==> src/rtl/lav_pkg.sv <==
// Shared types, constants and helper functions of the look-at view matrix block.
package lav_pkg;

   localparam int FRAC_BITS = 16;
   localparam int UNIT_W = FRAC_BITS + 2;
   localparam int AXIS_W = 18;
   localparam int NUM_W = FRAC_BITS + 31;
   localparam int CNT_W = $clog2(NUM_W);
   localparam int SQRT_STEPS = 32;
   localparam int QUEUE_DEPTH = 4;

   localparam longint AXIS_MAX = (64'sd1 <<< (AXIS_W - 1)) - 64'sd1;
   localparam longint AXIS_MIN = -AXIS_MAX - 64'sd1;
   localparam longint OFFSET_MAX = 64'sd2147483647;
   localparam longint OFFSET_MIN = -64'sd2147483648;

   localparam logic [1:0] ROW_RIGHT = 2'd0;
   localparam logic [1:0] ROW_UP = 2'd1;
   localparam logic [1:0] ROW_BACK = 2'd2;

   typedef logic signed [UNIT_W-1:0] unit_type;
   typedef logic signed [63:0] wide_type;

   typedef struct packed {
      logic [2:0][31:0] eye;
      logic [2:0][31:0] up;
      logic [2:0][32:0] zv;
      logic zero;
   } item_type;

   typedef struct packed {
      logic [1:0] row_index;
      logic [AXIS_W-1:0] axis_x;
      logic [AXIS_W-1:0] axis_y;
      logic [AXIS_W-1:0] axis_z;
      logic [31:0] offset;
      logic degenerate;
      logic last;
   } row_type;

   typedef struct packed {
      logic done;
      logic ok;
   } norm_status_type;

   typedef enum logic [3:0] {
      N_IDLE, N_MAX, N_SHIFT, N_SQ, N_SQRT, N_DLOAD, N_DIV, N_DSTORE, N_DONE
   } norm_state_type;

   typedef enum logic [3:0] {
      B_IDLE, B_ZGO, B_ZWAIT, B_XMUL, B_XACC, B_XGO, B_XWAIT,
      B_YMUL, B_YACC, B_YGO, B_YWAIT, B_OMUL, B_OACC, B_EMIT
   } back_state_type;

   function automatic logic [AXIS_W-1:0] axis_sat(unit_type u);
      wide_type v;
      v = 64'(u);
      if (v > AXIS_MAX) v = AXIS_MAX;
      if (v < AXIS_MIN) v = AXIS_MIN;
      return v[AXIS_W-1:0];
   endfunction

   // Round to nearest with ties upward, negate, then clamp to 32 bits.
   function automatic logic [31:0] offset_round(wide_type s);
      wide_type t;
      wide_type r;
      t = s + (64'sd1 <<< (FRAC_BITS - 1));
      r = -(t >>> FRAC_BITS);
      if (r > OFFSET_MAX) r = OFFSET_MAX;
      if (r < OFFSET_MIN) r = OFFSET_MIN;
      return r[31:0];
   endfunction

endpackage

==> src/rtl/lav_norm.sv <==
// Iterative vector normalizer: range shift, sum of squares, square root, division.
module lav_norm import lav_pkg::*; (
   input  logic            clock,
   input  logic            reset,
   input  logic            start,
   input  wide_type        vec_x,
   input  wide_type        vec_y,
   input  wide_type        vec_z,
   output norm_status_type status,
   output unit_type        unit_x,
   output unit_type        unit_y,
   output unit_type        unit_z
);

   norm_state_type   state_ff, state_in;
   logic [63:0]      m_ff [3];
   logic [2:0]       neg_ff;
   logic [63:0]      mx_ff;
   logic [59:0]      sq_ff;
   logic [63:0]      sum_ff;
   logic [63:0]      res_ff;
   logic [63:0]      bit_ff;
   logic [1:0]       idx_ff;
   logic [CNT_W-1:0] cnt_ff;
   logic [NUM_W-1:0] num_ff;
   logic [NUM_W-1:0] quo_ff;
   logic [30:0]      rem_ff;
   logic             ok_ff;
   unit_type         unit_ff [3];
   logic [63:0]      m_sel;
   logic [63:0]      mx_next;
   logic [63:0]      trial;
   logic [31:0]      dtrial;
   logic [31:0]      dlen;
   logic             dge;
   logic             in_range;
   unit_type         q_unit;

   assign in_range = (mx_ff[63:30] == 34'd0) && mx_ff[29];

   always_comb begin
      case (idx_ff)
         2'd0: m_sel = m_ff[0];
         2'd1: m_sel = m_ff[1];
         2'd2: m_sel = m_ff[2];
         default: m_sel = '0;
      endcase
   end

   always_comb begin
      mx_next = m_ff[0];
      if (m_ff[1] > mx_next) mx_next = m_ff[1];
      if (m_ff[2] > mx_next) mx_next = m_ff[2];
   end

   assign trial = res_ff + bit_ff;
   assign dtrial = {rem_ff, num_ff[NUM_W-1]};
   assign dlen = {1'b0, res_ff[30:0]};
   assign dge = (dtrial >= dlen);
   assign q_unit = unit_type'({1'b0, quo_ff[UNIT_W-2:0]});

   always_comb begin
      state_in = state_ff;
      case (state_ff)
         N_IDLE:   if (start) state_in = N_MAX;
         N_MAX:    state_in = N_SHIFT;
         N_SHIFT: begin
            if (mx_ff == 64'd0) state_in = N_DONE;
            else if (in_range) state_in = N_SQ;
         end
         N_SQ:     if (idx_ff == 2'd3) state_in = N_SQRT;
         N_SQRT:   if (cnt_ff == CNT_W'(SQRT_STEPS - 1)) state_in = N_DLOAD;
         N_DLOAD:  state_in = N_DIV;
         N_DIV:    if (cnt_ff == CNT_W'(NUM_W - 1)) state_in = N_DSTORE;
         N_DSTORE: state_in = (idx_ff == 2'd2) ? N_DONE : N_DLOAD;
         N_DONE:   state_in = N_IDLE;
         default:  state_in = N_IDLE;
      endcase
   end

   always_comb begin
      status.done = (state_ff == N_DONE);
      status.ok = ok_ff;
      unit_x = unit_ff[0];
      unit_y = unit_ff[1];
      unit_z = unit_ff[2];
   end

   always_ff @(posedge clock) begin
      if (reset) begin
         state_ff <= N_IDLE;
      end else begin
         state_ff <= state_in;
      end
   end

   always_ff @(posedge clock) begin
      case (state_ff)
         N_IDLE: begin
            if (start) begin
               m_ff[0] <= vec_x[63] ? 64'(-vec_x) : 64'(vec_x);
               m_ff[1] <= vec_y[63] ? 64'(-vec_y) : 64'(vec_y);
               m_ff[2] <= vec_z[63] ? 64'(-vec_z) : 64'(vec_z);
               neg_ff <= {vec_z[63], vec_y[63], vec_x[63]};
            end
         end
         N_MAX: mx_ff <= mx_next;
         N_SHIFT: begin
            ok_ff <= (mx_ff != 64'd0);
            idx_ff <= 2'd0;
            sum_ff <= 64'd0;
            // One bit per beat until the largest magnitude sits in [2^29, 2^30).
            if (mx_ff[63:30] != 34'd0) begin
               mx_ff <= mx_ff >> 1;
               m_ff[0] <= m_ff[0] >> 1;
               m_ff[1] <= m_ff[1] >> 1;
               m_ff[2] <= m_ff[2] >> 1;
            end else if (!mx_ff[29] && (mx_ff != 64'd0)) begin
               mx_ff <= mx_ff << 1;
               m_ff[0] <= m_ff[0] << 1;
               m_ff[1] <= m_ff[1] << 1;
               m_ff[2] <= m_ff[2] << 1;
            end
         end
         N_SQ: begin
            if (idx_ff != 2'd3) sq_ff <= m_sel[29:0] * m_sel[29:0];
            if (idx_ff != 2'd0) sum_ff <= sum_ff + 64'(sq_ff);
            idx_ff <= idx_ff + 2'd1;
            res_ff <= 64'd0;
            bit_ff <= 64'd1 << 62;
            cnt_ff <= '0;
         end
         N_SQRT: begin
            if (sum_ff >= trial) begin
               sum_ff <= sum_ff - trial;
               res_ff <= (res_ff >> 1) + bit_ff;
            end else begin
               res_ff <= res_ff >> 1;
            end
            bit_ff <= bit_ff >> 2;
            cnt_ff <= (cnt_ff == CNT_W'(SQRT_STEPS - 1)) ? '0 : cnt_ff + 1'b1;
         end
         N_DLOAD: begin
            num_ff <= NUM_W'({m_sel[29:0], {FRAC_BITS{1'b0}}}) + NUM_W'(res_ff[30:1]);
            rem_ff <= 31'd0;
            quo_ff <= '0;
            cnt_ff <= '0;
         end
         N_DIV: begin
            rem_ff <= dge ? 31'(dtrial - dlen) : dtrial[30:0];
            num_ff <= num_ff << 1;
            quo_ff <= {quo_ff[NUM_W-2:0], dge};
            cnt_ff <= cnt_ff + 1'b1;
         end
         N_DSTORE: begin
            unit_ff[idx_ff] <= neg_ff[idx_ff] ? -q_unit : q_unit;
            idx_ff <= idx_ff + 2'd1;
         end
         default: begin
         end
      endcase
   end

endmodule

==> config.mk <==
export PLATFORM = sky130hd
export DESIGN_NAME = lav_norm
export DESIGN_NICKNAME = d
export VERILOG_FILES = /design/src/rtl/lav_pkg.sv /design/src/rtl/lav_norm.sv
export SDC_FILE = /design/constraint.sdc
export NUM_CORES = 2
export LEC_CHECK = 0
export BUFFER_PORTS_ARGS = -buffer_cell sky130_fd_sc_hd__buf_2
export CORE_ASPECT_RATIO = 0.5
export CORE_MARGIN = 2
export CORE_UTILIZATION = 25
export CTS_BUF_LIST = sky130_fd_sc_hd__clkbuf_16
export CTS_CLUSTER_SIZE = 20
export DETAILED_ROUTE_END_ITERATION = 12
export PLACE_DENSITY = 0.42
export SLEW_MARGIN = 20
export SYNTH_ARGS = -nofsm -noshare
export SYNTH_HDL_FRONTEND = slang
export SYNTH_SLANG_ARGS = --single-unit
==> constraint.sdc <==
create_clock -name clock -period 11.5 [get_ports clock]
set_clock_uncertainty 0.05 [all_clocks]
set_input_delay 0.575 -clock clock [delete_from_list [all_inputs] [get_ports clock]]
set_output_delay 0.575 -clock clock [all_outputs]
set_load 0.1 [all_outputs]
Yosys cells after proc, flatten, opt, wreduce, memory -nomap -nowiden
Memories as Yosys holds them, arrays and structs flattened.
Cells that the tools add are included.
{ "op_classes": {"n_addsub": 12, "mul": 1, "order_cmp": 5, "eq_ne": 22, "muxes": 51, "n_bitwise": 6, "reduce_logical": 23} }
{ "op_table": {"columns": ["cell", "n"], "rows": [
  ["$mux 64", 16],
  ["$pmux 64 s2", 3],
  ["$neg 64->64", 3],
  ["$pmux 64 s3", 1],
  ["$gt 64x64->1", 2],
  ["$pmux 47 s2", 1],
  ["$pmux 30 s3", 1],
  ["$add 63x64->64", 1],
  ["$add 64x60->64", 1],
  ["$add 64x64->64", 1],
  ["$ge 64x64->1", 1],
  ["$logic_not 64->1", 1],
  ["$reduce_bool 64->1", 1],
  ["$sub 64x64->64", 1],
  ["$pmux 31 s2", 1],
  ["$mul 30x30->60", 1],
  ["$add 46x30->47", 1],
  ["$logic_not 34->1", 1],
  ["$pmux 17 s2", 1],
  ["$reduce_bool 34->1", 1],
  ["$ge 32x31->1", 1],
  ["$pmux 4 s8", 1],
  ["$mux 31", 1],
  ["$sub 31x31->31", 1],
  ["other kinds (32)", 76]
]} }
{ "word_totals": {"regBits": 427, "ramBits": 246, "in_bits": 195, "out_inout_bits": 56, "wordCells": 135, "memories": 2} }
{ "mem_list": {"columns": ["memory", "depth", "width", "rd", "rd_ports_with_merged_regs", "wr", "line", "rtl"], "rows": [
  ["m_ff", 3, 64, 3, 0, 3, "lav_norm.sv:16", "logic [63:0] m_ff [3];"],
  ["unit_ff", 3, 18, 3, 0, 1, "lav_norm.sv:29", "unit_type unit_ff [3];"]
]} }

Logic depth before layout (Yosys ltp)
{ "logic_depth": {"word_depth": 7, "mapped_depth": 41, "depth_no_buf": 37} }

Worst setup path after synthesis
OpenSTA, ideal clock, no wires.
{ "synth_path": {"kind": "reg-to-reg", "startpoint": "register idx_ff[0]", "endpoint": "register sq_ff[56] (data pin)", "setup_ns": 0.258, "t_arrival_ns": 9.061, "t_required_ns": 11.192, "path_slack_ns": 2.131, "path_stages_with_launch": 37, "path_buffers": 4, "period_less_slack_ns": 9.369, "path_cell_list": "edfxtp_1 > inv_1 > ha_1 > clkbuf_1 > clkbuf_1 > a22oi_1 > and2_1 > clkbuf_1 > nor2_1 > clkinv_1 > nor2_1 > fa_1 > fa_1 > inv_1 > fa_1 > fa_1 > fa_1 > inv_1 > fa_1 > fa_1 > inv_1 > fa_1 > inv_1 > ha_1 > clkbuf_1 > a21oi_1 > o211ai_1 > a21oi_1 > o31ai_1 > o21a_1 > a21o_1 > a21oi_1 > o31ai_1 > o31a_1 > o21a_1 > nor2_1 > xnor2_1"} }
{ "synth_via": {"elab_chain_cells": 3, "word_cells_on_any_way": 5, "classes_between": "mul: 1; eq/ne: 2; mux: 1; reduce/logical: 1"} }
{ "synth_rtl": {"columns": ["item", "line", "rtl"], "rows": [
  ["start: declaration", "lav_norm.sv:23", "logic [1:0] idx_ff;"],
  ["start signal: assignment", "lav_norm.sv:128", "idx_ff <= idx_ff + 2'd1;"],
  ["start signal: assignment", "lav_norm.sv:157", "idx_ff <= idx_ff + 2'd1;"],
  ["$eq 2x2->1 (tied with other cells)", "lav_norm.sv:42", "case (idx_ff)"],
  ["$pmux 30 s3 *", "lav_norm.sv:42", null],
  ["$mul 30x30->60 *", "lav_norm.sv:126", "if (idx_ff != 2'd3) sq_ff <= m_sel[29:0] * m_sel[29:0];"],
  ["end signal: assignment", "lav_norm.sv:126", null],
  ["end: declaration", "lav_norm.sv:19", "logic [59:0] sq_ff;"]
]} }
Every way passes the cells marked *; elsewhere a longest branch is shown, timed or not.
A chain may end at the register's enable or synchronous reset.

Final worst setup path
{ "layout_path": {"startpoint": "register idx_ff[0]", "endpoint": "register sq_ff[59] (data pin)"} }
The elaborated chain is that of the path after synthesis.

==> impl_metrics.py <==
metrics = {
    "clock_tree": {
        "root_buffer": "clkbuf_16",
        "h-tree-depth": 3,
        "ctsHoldBuffers": 0,
        "clk_latency_ps": 710,
        "path_clk_slew_ps": 60,
        "cts.sinks": 640,
        "cts_setup_buffers": 0,
        "cts_resized": 0,
        "cts_tree": "yes",
        "clockBufferDepth": 3,
        "cts_buffers": 79,
    },
    "global_routing": {
        "grtUsageMet1_pct": 24.4,
        "grt_usage_pct": 17.4,
        "grt_max_degree": 212,
        "grt_pass1_vias": 61093,
        "gr-total-overflow": 0,
        "grtUsageMet3_pct": 3.19,
        "grt_pass1_wl_um": 399000,
        "met2_usage_pct": 27.8,
        "antenna_found_initial": 41,
        "busiest_layer": "met2",
    },
    "sta": {
        "max_freq_mhz": 91.8,
        "period_share_pct": 94.8,
        "setup_viol": 0,
        "period_needed_ps": 10900,
        "relSlewSlack_pct": 28.9,
        "final_hold_viol_count": 0,
        "rsz0062_at_grt": "no",
        "tightestPinTransition_ps": 1060,
        "setup_tns_ps": 0,
        "drv_slew": 0,
        "fin_ws_ps": 604,
    },
    "logic_synthesis": {
        "ys_seq_elements": 640,
        "synth_edf_count": 636,
        "ys_types": 88,
        "syn_nets": 9805,
        "yosysWarnings": 0,
        "syn_avg_cell_area_um2": 9.00,
        "synth_flop_cell": "edfxtp_1",
        "ys_seq_area_share_pct": 25.7,
        "netlist_instances": 8282,
        "ys_top_cells_by_area": "edfxtp_1 (26%), fa_1 (19%), ha_1 (10%)",
        "postSynth.asyncResetShare_pct": 0,
        "synth.most_common_cell": "inv_1",
        "synth_common_cells": "inv_1 (1111), nand2_1 (838), nor2_1 (792), fa_1 (705), edfxtp_1 (636)",
        "synth.cell_area_um2": 74600,
        "yosys.area.top_type": "edfxtp_1",
        "netlist.area_leader.share_pct": 25.6,
    },
    "cells_and_area": {
        "drive_gt1_share_pct": 6.75,
        "syn_to_final_growth_pct": 11.5,
        "finalInstanceArea_um2": 83100,
        "finalNetCount": 9921,
        "final_cell_count_no_fill": 12403,
    },
    "placement": {
        "pre_cts_slack_ps": 571,
        "gp_routability_congestion": 0.933,
        "placed_area_um2": 80500,
        "portBuffers": 250,
        "place_inst": 12249,
        "hpwl_um": 215000,
    },
    "critical_path": {
        "crit_path_end_kind": "flop",
        "arrival_ps": 11250,
        "critical_path_buf_inv_count": 7,
        "cpMostUsedCell": "fa_1",
        "critical_path_class": "flop to flop",
        "critPathRequiredTime_ps": 11860,
        "slowest_stage": "o311ai_0",
        "crit_path_max_incr_delay_ps": 700,
        "critical-path-top-delay-family": "adder cells",
        "cp_max_fo": 19,
        "start_kind": "flop",
    },
    "floorplanning": {
        "rows": 141,
        "fp.coreArea_um2": 296000,
        "die_area_um2": 303000,
        "num_io_pins": 251,
        "die_y_um": 390,
        "start_util_pct": 25.2,
        "die_x_um": 776,
    },
    "route": {
        "wl_per_cell_um": 21.6,
        "drc": 0,
        "route.antenna.remaining_nets": 0,
        "vias": 59824,
        "dr.first_iter.drc_count": 4744,
        "dr.pass1.iters": 8,
        "wl_um": 268000,
        "vias_per_cell": 4.82,
    },
    "flow_run": {
        "max_cap_viol_count": 0,
    },
    "hold_path": {
        "hp-class": "input port to flop",
    },
    "status": {
        "outcome": "completed",
    },
}
## worst paths after layout
path | start | endpoint | depth (start not counted) | slack (ps)
max | idx_ff[0] | sq_ff[59] | 33 | 600
min | reset | state_ff[3] | 2 | 250
max reg2reg | idx_ff[0] | sq_ff[59] | 33 | 600
min reg2reg | num_ff[2] | num_ff[3] | 2 | 470
## registers in the layout, summed over array words and instances (netlist names)
signal    cells
m_ff        192
mx_ff        64
res_ff       64
sum_ff       64
sq_ff        59
unit_ff      54
num_ff       47
bit_ff       32
rem_ff       31
quo_ff       17
cnt_ff        6
state_ff      4
neg_ff        3
idx_ff        2
ok_ff         1
## metrics by stage
step           utilization, %  hold slack (ps)
4_1_cts                  28.1              195
5_1_grt                  28.1              223
2_1_floorplan               -              414
3_5_place_dp             27.2              458
6_report                 28.1              246
3_3_place_gp             27.2              453
## routing by layer
layer	wire length [um]	vias up	share of wire, %
met5	192	-	0.072
met4	6310	30	2.4
met3	15700	294	5.9
met2	120000	1410	45
met1	126000	29478	47
li1	-	28612	-
## cell families after synthesis
| group | share of synthesized area [%] |
|---|---|
| and+or+nand+nor | 14.0 |
| AOI/OAI and AO/OA | 15.4 |
| buffers and inverters | 7.35 |
| adders and majority gates | 29.4 |
| DFF | 25.7 |
| xor gates and xnor gates | 6.55 |
| muxes | 1.58 |
## area by class of cell
type                       count  area, um2
antenna                       12       30.0
clock buffer                  80       2000
clock inverter                62        597
fill                       31728     213000
inverter                    1114       4180
multi-input combinational   6193      50100
sequential                   640      19200
tap                         3932       4920
timing repair buffer         370       2170
## layout by cell type (no fill, tap or decap), types with 68 or more instances in the layout
master / instances
ha_1: 622
nand4_1: 95
xnor2_1: 229
fa_1: 705
nand2_1: 834
nand2b_1: 78
a21oi_1: 522
o21ai_0: 502
buf_4: 120
o22ai_1: 91
nor2_1: 787
and3_1: 105
edfxtp_1: 636
a31oi_1: 95
nand3_1: 68
buf_2: 249
a21o_1: 191
mux2i_1: 113
clkbuf_16: 80
xor2_1: 329
o31ai_1: 119
inv_1: 1120
Power is left out: the tool's default activity adds up to more than one toggle a clock period on the data nets, which glitch-free logic cannot reach.
